## src/hw/rtl/sldf_pkg.sv

```systemverilog
`timescale 1ns / 1ps
// ----------------------------------------------------------------------------
// sldf_pkg: shared types and constants for the sync/length frame deframer
// Result layout, result kinds, register indexes and header sizing.
// ----------------------------------------------------------------------------
package sldf_pkg;

  localparam int MAX_PAYLOAD_DEFAULT = 256;
  localparam int HEADER_BYTES        = 6;
  localparam int LEN_W               = 16;
  localparam int CFG_IDX_W           = 2;
  localparam int CFG_DATA_W          = 8;

  localparam logic [7:0] SYNC_FIRST_RESET  = 8'h55;
  localparam logic [7:0] SYNC_SECOND_RESET = 8'hAA;

  // register indexes on the config port
  localparam logic [CFG_IDX_W-1:0] CFG_SYNC_FIRST  = 2'd0;
  localparam logic [CFG_IDX_W-1:0] CFG_SYNC_SECOND = 2'd1;

  typedef enum logic [1:0] {
    KIND_PAYLOAD = 2'd0,
    KIND_GOOD    = 2'd1,
    KIND_BAD     = 2'd2,
    KIND_LONG    = 2'd3
  } kind_t;

  typedef struct packed {
    kind_t            kind;
    logic [7:0]       version;
    logic [15:0]      sequence_res;
    logic [7:0]       command;
    logic [LEN_W-1:0] payload_length;
    logic [7:0]       payload_byte;
    logic [7:0]       payload_index;
    logic             last;
  } res_t;

endpackage

```

## src/hw/rtl/sldf_parser.sv

```systemverilog
`timescale 1ns / 1ps
// ----------------------------------------------------------------------------
// sldf_parser: frame state machine
// Updates the frame state on each accepted byte and forms the result, if any.
// ----------------------------------------------------------------------------
module sldf_parser #(
  parameter int MAX_PAYLOAD = sldf_pkg::MAX_PAYLOAD_DEFAULT
) (
  input  logic                           clk,
  input  logic                           rst,
  input  logic                           cfg_we,
  input  logic [sldf_pkg::CFG_IDX_W-1:0]  cfg_index,
  input  logic [sldf_pkg::CFG_DATA_W-1:0] cfg_data,
  input  logic                           in_fire,
  input  logic [7:0]                     rx_byte,
  output logic                           res_emit,
  output sldf_pkg::res_t                 res
);

  localparam int CNT_W = $clog2(MAX_PAYLOAD + 1);

  typedef enum logic [2:0] {
    HUNT1, HUNT2, HEADER, PAYLOAD, CHECK
  } phase_t;

  phase_t                      phase, phase_next;
  logic [2:0]                  header_count, header_count_next;
  logic [7:0]                  frame_version, frame_version_next;
  logic [15:0]                 frame_sequence, frame_sequence_next;
  logic [7:0]                  frame_command, frame_command_next;
  logic [sldf_pkg::LEN_W-1:0]  frame_length, frame_length_next;
  logic [7:0]                  running_sum, running_sum_next;
  logic [CNT_W-1:0]            payload_count, payload_count_next;
  logic [7:0]                  sync_first, sync_second;

  logic [CNT_W-1:0]            count_inc;
  logic [15:0]                 count_wide;

  assign count_inc  = payload_count + CNT_W'(1);
  assign count_wide = 16'(payload_count);

  always_comb begin
    phase_next          = phase;
    header_count_next   = header_count;
    frame_version_next  = frame_version;
    frame_sequence_next = frame_sequence;
    frame_command_next  = frame_command;
    frame_length_next   = frame_length;
    running_sum_next    = running_sum;
    payload_count_next  = payload_count;
    res_emit            = 1'b0;
    res.kind            = sldf_pkg::KIND_PAYLOAD;
    res.payload_byte    = 8'd0;
    res.payload_index   = 8'd0;
    res.last            = 1'b0;

    if (in_fire) begin
      case (phase)
        HUNT2: begin
          if (rx_byte != sync_second) begin
            phase_next = HUNT1;
          end else begin
            running_sum_next  = running_sum + rx_byte;
            header_count_next = 3'd0;
            phase_next        = HEADER;
          end
        end
        HEADER: begin
          running_sum_next = running_sum + rx_byte;
          case (header_count)
            3'd0:    frame_version_next  = rx_byte;
            3'd1:    frame_sequence_next = {rx_byte, 8'd0};
            3'd2:    frame_sequence_next = {frame_sequence[15:8], rx_byte};
            3'd3:    frame_command_next  = rx_byte;
            3'd4:    frame_length_next   = {rx_byte, 8'd0};
            default: frame_length_next   = {frame_length[15:8], rx_byte};
          endcase
          if (header_count < 3'(sldf_pkg::HEADER_BYTES - 1)) begin
            header_count_next = header_count + 3'd1;
          end else begin
            header_count_next  = 3'd0;
            payload_count_next = '0;
            if (frame_length_next > 16'(MAX_PAYLOAD)) begin
              // oversize frame: report and go back to hunting
              phase_next = HUNT1;
              res_emit   = 1'b1;
              res.kind   = sldf_pkg::KIND_LONG;
              res.last   = 1'b1;
            end else if (frame_length_next == '0) begin
              phase_next = CHECK;
            end else begin
              phase_next = PAYLOAD;
            end
          end
        end
        PAYLOAD: begin
          running_sum_next   = running_sum + rx_byte;
          res_emit           = 1'b1;
          res.payload_byte   = rx_byte;
          res.payload_index  = count_wide[7:0];
          payload_count_next = count_inc;
          if (16'(count_inc) >= frame_length) begin
            phase_next = CHECK;
          end
        end
        CHECK: begin
          phase_next = HUNT1;
          res_emit   = 1'b1;
          res.kind   = (rx_byte == running_sum) ? sldf_pkg::KIND_GOOD : sldf_pkg::KIND_BAD;
          res.last   = 1'b1;
        end
        default: begin
          phase_next = HUNT1;
          if (rx_byte == sync_first) begin
            running_sum_next = rx_byte;
            phase_next       = HUNT2;
          end
        end
      endcase
    end

    // header fields reflect this byte's update (matters for the oversize report)
    res.version        = frame_version_next;
    res.sequence_res   = frame_sequence_next;
    res.command        = frame_command_next;
    res.payload_length = frame_length_next;
  end

  always_ff @(posedge clk) begin
    if (rst) begin
      phase          <= HUNT1;
      header_count   <= 3'd0;
      frame_version  <= 8'd0;
      frame_sequence <= 16'd0;
      frame_command  <= 8'd0;
      frame_length   <= '0;
      running_sum    <= 8'd0;
      payload_count  <= '0;
      sync_first     <= sldf_pkg::SYNC_FIRST_RESET;
      sync_second    <= sldf_pkg::SYNC_SECOND_RESET;
    end else begin
      phase          <= phase_next;
      header_count   <= header_count_next;
      frame_version  <= frame_version_next;
      frame_sequence <= frame_sequence_next;
      frame_command  <= frame_command_next;
      frame_length   <= frame_length_next;
      running_sum    <= running_sum_next;
      payload_count  <= payload_count_next;
      if (cfg_we && cfg_index == sldf_pkg::CFG_SYNC_FIRST) begin
        sync_first <= cfg_data;
      end
      if (cfg_we && cfg_index == sldf_pkg::CFG_SYNC_SECOND) begin
        sync_second <= cfg_data;
      end
    end
  end

endmodule

```

## src/hw/rtl/sldf_out_fifo.sv

```systemverilog
`timescale 1ns / 1ps
// ----------------------------------------------------------------------------
// sldf_out_fifo: two-entry result buffer
// Decouples the parser from a stalling receiver; full when both slots hold.
// ----------------------------------------------------------------------------
module sldf_out_fifo (
  input  logic           clk,
  input  logic           rst,
  input  logic           push,
  input  sldf_pkg::res_t push_data,
  output logic           full,
  output logic           pop_valid,
  input  logic           pop_ready,
  output sldf_pkg::res_t pop_data
);

  sldf_pkg::res_t slot [2];
  logic           wr_ptr, rd_ptr;
  logic [1:0]     count;
  logic           pop;

  assign full      = (count == 2'd2);
  assign pop_valid = (count != 2'd0);
  assign pop       = pop_valid && pop_ready;
  assign pop_data  = slot[rd_ptr];

  always_ff @(posedge clk) begin
    if (rst) begin
      wr_ptr <= 1'b0;
      rd_ptr <= 1'b0;
      count  <= 2'd0;
    end else begin
      if (push) begin
        wr_ptr <= ~wr_ptr;
      end
      if (pop) begin
        rd_ptr <= ~rd_ptr;
      end
      if (push && !pop) begin
        count <= count + 2'd1;
      end else if (pop && !push) begin
        count <= count - 2'd1;
      end
    end
  end

  always_ff @(posedge clk) begin
    if (push) begin
      slot[wr_ptr] <= push_data;
    end
  end

endmodule

```

## src/hw/rtl/sync_length_frame_deframer_top.sv

```systemverilog
`timescale 1ns / 1ps
// ----------------------------------------------------------------------------
// sync_length_frame_deframer_top: serial byte frame deframer
// Sync hunt, header capture, payload streaming and sum-8 frame check.
// ----------------------------------------------------------------------------
// Usage:
//   rx channel (rx_valid/rx_ready/rx_byte) takes one received byte per
//   transfer. res channel (res_valid/res_ready + fields) returns zero or one
//   result per byte: each payload byte with its index, then an end result
//   (good, checksum bad, or length too long) with last set.
//   Throughput: one byte per cycle while the output buffer is not full. The frame
//   state is updated in the cycle the byte transfers; its result lands in a
//   two-entry output buffer and is visible on res the next cycle if the buffer was empty.
//   rx_ready drops only when both buffer slots hold results, so the block
//   keeps taking bytes while one result waits on a stalled receiver; a long
//   stall backs up into the rx channel after two results.
//   Reset (rst, synchronous) empties the buffer, restarts the sync hunt and
//   restores sync bytes 0x55 / 0xAA. Sync bytes are written through
//   cfg_we/cfg_index/cfg_data; the user must write them only while the block
//   is idle, which the block does not enforce. Unknown indexes are ignored.
// ----------------------------------------------------------------------------
module sync_length_frame_deframer_top #(
  parameter int MAX_PAYLOAD = sldf_pkg::MAX_PAYLOAD_DEFAULT
) (
  input  logic                            clk,
  input  logic                            rst,
  input  logic                            cfg_we,
  input  logic [sldf_pkg::CFG_IDX_W-1:0]  cfg_index,
  input  logic [sldf_pkg::CFG_DATA_W-1:0] cfg_data,
  input  logic                            rx_valid,
  output logic                            rx_ready,
  input  logic [7:0]                      rx_byte,
  output logic                            res_valid,
  input  logic                            res_ready,
  output logic [1:0]                      kind,
  output logic [7:0]                      version,
  output logic [15:0]                     sequence_res,
  output logic [7:0]                      command,
  output logic [sldf_pkg::LEN_W-1:0]      payload_length,
  output logic [7:0]                      payload_byte,
  output logic [7:0]                      payload_index,
  output logic                            last
);

  logic           in_fire;
  logic           res_emit;
  logic           buf_full;
  sldf_pkg::res_t res_new;
  sldf_pkg::res_t res_out;

  assign rx_ready = !buf_full;
  assign in_fire  = rx_valid && rx_ready;

  sldf_parser #(
    .MAX_PAYLOAD(MAX_PAYLOAD)
  ) u_parser (
    .clk      (clk),
    .rst      (rst),
    .cfg_we   (cfg_we),
    .cfg_index(cfg_index),
    .cfg_data (cfg_data),
    .in_fire  (in_fire),
    .rx_byte  (rx_byte),
    .res_emit (res_emit),
    .res      (res_new)
  );

  // results queue here so a stalled receiver does not block the next byte
  sldf_out_fifo u_out_fifo (
    .clk      (clk),
    .rst      (rst),
    .push     (res_emit),
    .push_data(res_new),
    .full     (buf_full),
    .pop_valid(res_valid),
    .pop_ready(res_ready),
    .pop_data (res_out)
  );

  assign kind           = res_out.kind;
  assign version        = res_out.version;
  assign sequence_res   = res_out.sequence_res;
  assign command        = res_out.command;
  assign payload_length = res_out.payload_length;
  assign payload_byte   = res_out.payload_byte;
  assign payload_index  = res_out.payload_index;
  assign last           = res_out.last;

  // end results carry last, payload results never do
  a_last_kind: assert property (@(posedge clk) disable iff (rst)
    res_valid |-> (last == (kind != sldf_pkg::KIND_PAYLOAD)))
    else $error("last flag disagrees with result kind");

  // oversize report only for a declared length above the limit
  a_long_len: assert property (@(posedge clk) disable iff (rst)
    (res_valid && kind == sldf_pkg::KIND_LONG) |-> (payload_length > 16'(MAX_PAYLOAD)))
    else $error("length-too-long result with a legal length");

  // a payload byte never comes from an empty or oversize frame
  a_payload_len: assert property (@(posedge clk) disable iff (rst)
    (res_valid && kind == sldf_pkg::KIND_PAYLOAD) |->
      (payload_length != '0 && payload_length <= 16'(MAX_PAYLOAD)))
    else $error("payload byte with zero or oversize length");

  // backpressure only when results are actually waiting
  a_stall_cause: assert property (@(posedge clk) disable iff (rst)
    !rx_ready |-> res_valid)
    else $error("rx stalled with no result pending");

endmodule

```

## config.mk

```make
export PLATFORM = sky130hd
export DESIGN_NAME = sync_length_frame_deframer_top
export DESIGN_NICKNAME = d
export VERILOG_FILES = /design/src/hw/rtl/sldf_pkg.sv /design/src/hw/rtl/sldf_parser.sv /design/src/hw/rtl/sldf_out_fifo.sv /design/src/hw/rtl/sync_length_frame_deframer_top.sv
export SDC_FILE = /design/constraint.sdc
export NUM_CORES = 1
export LEC_CHECK = 0
export BUFFER_PORTS_ARGS = -buffer_cell sky130_fd_sc_hd__clkbuf_2
export CAP_MARGIN = 5
export CORE_MARGIN = 5
export CORE_UTILIZATION = 59
export CTS_CLUSTER_SIZE = 25
export DETAILED_ROUTE_END_ITERATION = 16
export PLACE_DENSITY = 0.79
export SYNTH_ARGS = -nofsm -noshare
export SYNTH_HDL_FRONTEND = slang
export SYNTH_SLANG_ARGS = --single-unit
```

## constraint.sdc

```tcl
create_clock -name clk -period 6.9 [get_ports clk]
set_input_delay 1.38 -clock clk [delete_from_list [all_inputs] [get_ports clk]]
set_output_delay 1.38 -clock clk [all_outputs]
set_load 0.01 [all_outputs]
```

## Word-level counts from Yosys, hierarchy flattened

Memories as Yosys holds them, arrays and structs flattened. A register that Yosys moved wholly into a read port is not among the register bits.
Index checks and enable logic that the tools add are counted.

| word-level totals | value |
|---|---|
| register bits after elaboration | 91 |
| memory bits (writable) | 134 |
| input port bits | 23 |
| output and inout port bits | 69 |
| word-level logic and storage cells | 112 |
| memories kept | 1 |

Memory list:

| memory | depth | bits a word | read ports | clocked after memory_dff | wr ports | line | text |
|---|---|---|---|---|---|---|---|
| u_out_fifo.slot | 2 | 67 | 1 | 1 | 1 | sldf_out_fifo.sv:17 | `sldf_pkg::res_t slot [2];` |

| operators by class | value |
|---|---|
| $add $sub $neg | 5 |
| order comparisons | 3 |
| equality and inequality tests | 16 |
| multiplexer cells | 47 |
| bitwise logic cells | 3 |
| reductions and logical operators | 24 |

Operators with widths:

| operator | number |
|---|---|
| two-way mux 16 bit | 7 |
| two-way mux 8 bit | 8 |
| one-hot mux 16 bit (2 select lines) | 2 |
| one-hot mux 8 bit (3 select lines) | 1 |
| two-way mux 3 bit | 6 |
| one-hot mux 9 bit (2 select lines) | 1 |
| two-way mux 17 bit | 1 |
| equality test 8 bit | 2 |
| greater-or-equal comparator 9 x 16 -> 1 bit | 1 |
| greater-than comparator 16 x 9 -> 1 bit (second input constant) | 1 |
| zero test 16 bit | 1 |
| two-way mux 2 bit | 7 |
| equality test 3 x 2 -> 1 bit (second input constant) | 4 |
| one-hot mux 3 bit (4 select lines) | 1 |
| adder 9 x 1 -> 9 bit (second input constant) | 1 |
| two-way mux 9 bit | 1 |
| AND reduction 3 bit | 3 |
| adder 8 bit | 1 |
| two-way mux 1 bit | 8 |
| inequality test 8 bit | 1 |
| nonzero test 2 bit | 4 |
| equality test 3 x 1 -> 1 bit (second input constant) | 2 |
| equality test 3 bit (second input constant) | 2 |
| logical AND 1 bit | 6 |
| other kinds (19) | 26 |

## Longest topological paths before layout

| depth | value |
|---|---|
| depth after elaboration | 14 |
| mapped depth | 12 |
| mapped depth without buffers | 12 |

## Cells and area by module

Synthesis repeated with hierarchy kept, for this count alone.

| second synthesis, totals | value |
|---|---|
| cell total of the unflattened synthesis | 770 |
| area total of the unflattened synthesis | 9784.4 um2 |

By module, submodules not included:

| module | instances | cells each | area each (um2) | sequential area each (um2) |
|---|---|---|---|---|
| sldf_out_fifo | 1 | 230 | 5046.1 | 4124.0 |
| sldf_parser | 1 | 538 | 4728.3 | 1741.7 |
| sync_length_frame_deframer_top | 1 | 2 | 10.0 | 0.0 |

## Worst setup path after synthesis

No wires, ideal clock.

| timing path | value |
|---|---|
| path type | input port to flip-flop |
| from | input rx_byte[4] |
| to | memory u_out_fifo.slot[0][0] in the netlist's numbering, enable pin |
| setup time | 500 ps |
| arrival time | 5382 ps |
| required time | 6400 ps |
| path slack | 1018 ps |
| cell stages on the path | 6 |
| path buffers | 1 |
| path through | clkbuf_1 > nor4_1 > a31oi_1 > o211ai_1 > a21oi_1 > nor2b_1 |

| between the ends | value |
|---|---|
| word-level cells in the longest chain between the ends | 10 |

Ends and longest elaborated chain:

| element | line | text |
|---|---|---|
| start, declared | sync_length_frame_deframer_top.sv:32 | `input logic [7:0] rx_byte,` |
| one-hot mux 16 bit (2 select lines) | sldf_parser.sv:70 | `case (header_count)` |
| two-way mux 16 bit | sldf_parser.sv:58 | `case (phase)` |
| two-way mux 16 bit | sldf_parser.sv:57 | `if (in_fire) begin` |
| greater-than comparator 16 x 9 -> 1 bit | sldf_parser.sv:83 | `if (frame_length_next > 16'(MAX_PAYLOAD)) begin` |
| two-way mux 1 bit | sldf_parser.sv:83 |  |
| two-way mux 1 bit | sldf_parser.sv:78 | `if (header_count < 3'(sldf_pkg::HEADER_BYTES - 1)) begin` |
| one-hot mux 1 bit (2 select lines) | sldf_parser.sv:58 |  |
| two-way mux 1 bit | sldf_parser.sv:57 |  |
| net res_emit | sync_length_frame_deframer_top.sv:46 | `logic res_emit;` |
| two-way mux 1 bit | sldf_out_fifo.sv:48 | `if (push) begin` |
| two-way mux 1 bit (not written as such) | sldf_out_fifo.sv:49 | `slot[wr_ptr] <= push_data;` |
| end, declared | sldf_out_fifo.sv:17 |  |

The timed path passes the listed nets, and every way through them passes these cells. The select of a mux whose other input is x is not followed.

## Worst setup path in the final report

| timing path | value |
|---|---|
| from | input rx_byte[4] |
| to | memory u_out_fifo.slot[1][5] in the netlist's numbering, enable pin |

The elaborated chain is that of the path after synthesis.

==> results.json <==
{
  "outcome": "finished clean",
  "first_pass_iters": 5,
  "rows": 47,
  "clock_latency_ns": 0.51,
  "yosysUniqueCellTypes": 65,
  "worst_pin_slew_ns": 1.08,
  "cts-root-buf": "clkbuf_16",
  "yosys.area.top_type": "edfxtp_1",
  "worstPathRequired_ns": 7.07,
  "end_kind": "register",
  "seq_area_frac_synth_pct": 58.9,
  "ios": 92,
  "routed_wl_um": 20700,
  "synth_edf_count": 134,
  "synthFlopType": "edfxtp_1",
  "gr-total-overflow": 0,
  "synth_area_leaders": "edfxtp_1 (40%), dfxtp_1 (19%), mux2_2 (9.5%), and2_1 (4.3%), ha_1 (2.9%)",
  "ys.warnings.count": 0,
  "worstSetupStartpoint": "rx_byte[4]",
  "cts_hold_buf": 0,
  "clock_path_buffers": 3,
  "finalCritPeriodShare_pct": 56.0,
  "power_mw": 2.90,
  "finalWorstPathRequiredPeriod_ns": 3.87,
  "post_cts_resized": 0,
  "hp-class": "register to register",
  "routed-wl-met2_um": 10500,
  "nNetsFinal": 903,
  "diodes": 0,
  "r2r-start": "u_parser.header_count[2]",
  "cts_sinks": 226,
  "ir_worst_vdd_uv": 232,
  "die-width_um": 140,
  "vias_per_cell": 5.76,
  "arrival_ns": 4.03,
  "fmaxAchievable_mhz": 259,
  "worst_hold_startpoint": "u_parser.running_sum[4]",
  "synthesis.instances": 776,
  "cts_buffers": 22,
  "leakage_nw": 4.16,
  "grt_use_total_pct": 21.1,
  "wl_met1_um": 8770,
  "synth_nets": 823,
  "first_global_vias": 6390,
  "vias": 6287,
  "maxSlewHeadroom_pct": 28.2,
  "rrSetupSlack_ns": 3.15,
  "finalHoldViolations": 0,
  "drtIter0Drc": 560,
  "timing.rr.end": "u_out_fifo.slot[1][5]",
  "routed.top_layer": "met4",
  "path_max_fanout": 43,
  "startpoint_type": "input port",
  "start_util_pct": 60.0,
  "grt_pass1_wl_um": 33500,
  "htree_levels": 1,
  "synthArstFlopShare_pct": 0,
  "coreArea_mm2": 0.0166,
  "final_max_slew_viol_count": 0,
  "rr_worst_depth": 8,
  "drc": 0,
  "wl_per_cell_um": 19.0,
  "antenna_left": 0,
  "grt_antenna_before_repair": 0,
  "hold_depth": 2,
  "avgSynthCellArea_um2": 12.8,
  "cts_tree": "built",
  "grt_max_degree": 68,
  "cts_setup_buffers": 0,
  "io_buffers": 91,
  "synth_area_mm2": 0.00995,
  "fp.dieArea_mm2": 0.0196,
  "finalSetupViolations": 0,
  "rsz0062_at_grt": "no",
  "clk_pin_slew_worst_paths_ns": 0.06,
  "fin_util_pct": 68.0,
  "drive_gt1_share_pct": 27.1,
  "hold_end": "u_parser.running_sum[4]",
  "hpwl_um": 13900,
  "yosysTopAreaCellShare_pct": 40.4,
  "wl_met3_um": 1160,
  "die_h_um": 140,
  "ys_ff_latch": 226,
  "pwr_density_cell_mw_per_mm2": 257,
  "gp_congestion": 0.882,
  "syn_to_final_growth_pct": 13.3,
  "critPathKind": "input port to register",
  "tns_ns": 0,
  "maxCapViolCount": 0,
  "finalClockSkew_ns": 0.0199
}
==> layer usage <==
metal,track usage [%],vias up
met4,5.25,0
li1,-,2970
met1,28.2,3096
met2,35.9,192
met5,0,-
met3,3.67,29
==> cells by family (layout without fill, tap and decap cells) <==
kind of cell / count (synthesis) / count (layout) / synth area share [%]
adder cells (fa/ha/maj): 24 / 24 / 3.09
multiplexers: 107 / 107 / 11.8
flip-flops: 226 / 226 / 58.9
buffers and inverters: 61 / 157 / 2.79
AND/OR/NAND/NOR: 222 / 222 / 12.6
AO/OA/AOI/OAI: 103 / 103 / 7.81
XOR/XNOR: 33 / 33 / 2.98
==> worst max path at each step <==
stage	endpoint	slack [ns]	depth (start not counted)
2_1_floorplan	u_out_fifo.slot[0][0]	1.02	6
3_3_place_gp	u_out_fifo.slot[0][2]	2.47	7
3_5_place_dp	u_out_fifo.slot[0][3]	2.32	7
4_1_cts	u_out_fifo.slot[0][4]	2.86	7
5_1_grt	u_out_fifo.slot[1][4]	2.83	7
6_report	u_out_fifo.slot[1][5]	3.03	7
==> sequential cells by signal (all words and copies together) (netlist names), named ones only <==
register / flops
u_out_fifo.slot: 134
u_parser.frame_length: 16
u_parser.frame_sequence: 16
u_parser.payload_count: 9
u_parser.frame_command: 8
u_parser.frame_version: 8
u_parser.running_sum: 8
u_parser.sync_first: 8
u_parser.sync_second: 8
u_parser.header_count: 3
u_parser.phase: 3
u_out_fifo.count: 2
u_out_fifo.rd_ptr: 1
u_out_fifo.wr_ptr: 1
==> worst max-delay path, cell delays in order <==
cell and delay, ns:
clkbuf_2 0.35, nor4_1 0.14, a31oi_1 0.24, o211ai_1 0.14
a21oi_1 0.33, and2_2 0.91, buf_4 0.47
==> power breakdown <==
group          internal, mW  leakage, nW  switching [mW]  total, mW
Combinational         0.115         1.92           0.152      0.267
Clock                 0.702        0.346           0.484       1.19
Sequential             1.43         1.90          0.0129       1.44
==> synth_stat cells, types with 3 or more instances <==
library cell    n
nand3_1         8
a22oi_1         4
buf_6           5
nor2_1         46
nor3_1          5
mux2i_1        23
dfxtp_1        92
or2_2           4
a31oi_1         4
a21oi_1        17
a211oi_1        6
nor4_1          6
xnor2_1         6
or3_1           5
inv_1          19
buf_2           6
clkbuf_1       26
nand2_1        38
nand2b_1        7
and3_1          6
or4_1           3
o21ai_0        16
o21ai_1         8
mux2_2         84
edfxtp_1      134
nand3b_1        7
and2_1         69
o21a_1          3
buf_1           4
a22o_1         24
nor2b_1         3
ha_1           23
xor2_1         26
==> final cells by class <==
class                      count  area (um^2)
inverter                      19         71.3
clock buffer                  27          569
clock inverter                13          151
sequential                   226         5870
fill                        1202         5310
multi-input combinational    489         3820
timing repair buffer          98          524
tap                          220          275
==> placed cells by master, fill, tap and decap left out, types with 7 or more instances in the layout <==
cell,count
o21ai_0,16
mux2i_1,23
nand3b_1,7
nand2b_1,7
clkbuf_2,91
a21oi_1,17
dfxtp_1,91
xor2_1,26
nand3_1,8
and2_1,68
edfxtp_1,134
nand2_1,38
ha_1,23
mux2_2,84
o21ai_1,8
a22o_1,24
nor2_1,46
clkbuf_16,22
inv_1,19
==> metrics by stage <==
step	setup slack (ns)	instances	area (um^2)	hold WS (ns)
2_1_floorplan	1.02	776	9950	0.449
3_3_place_gp	2.47	1050	10500	0.466
3_5_place_dp	2.32	1050	10500	0.459
4_1_cts	2.86	1090	11200	0.469
5_1_grt	2.83	1092	11300	0.480
6_report	3.03	1092	11300	0.470
(Power assumes the default switching activity.)
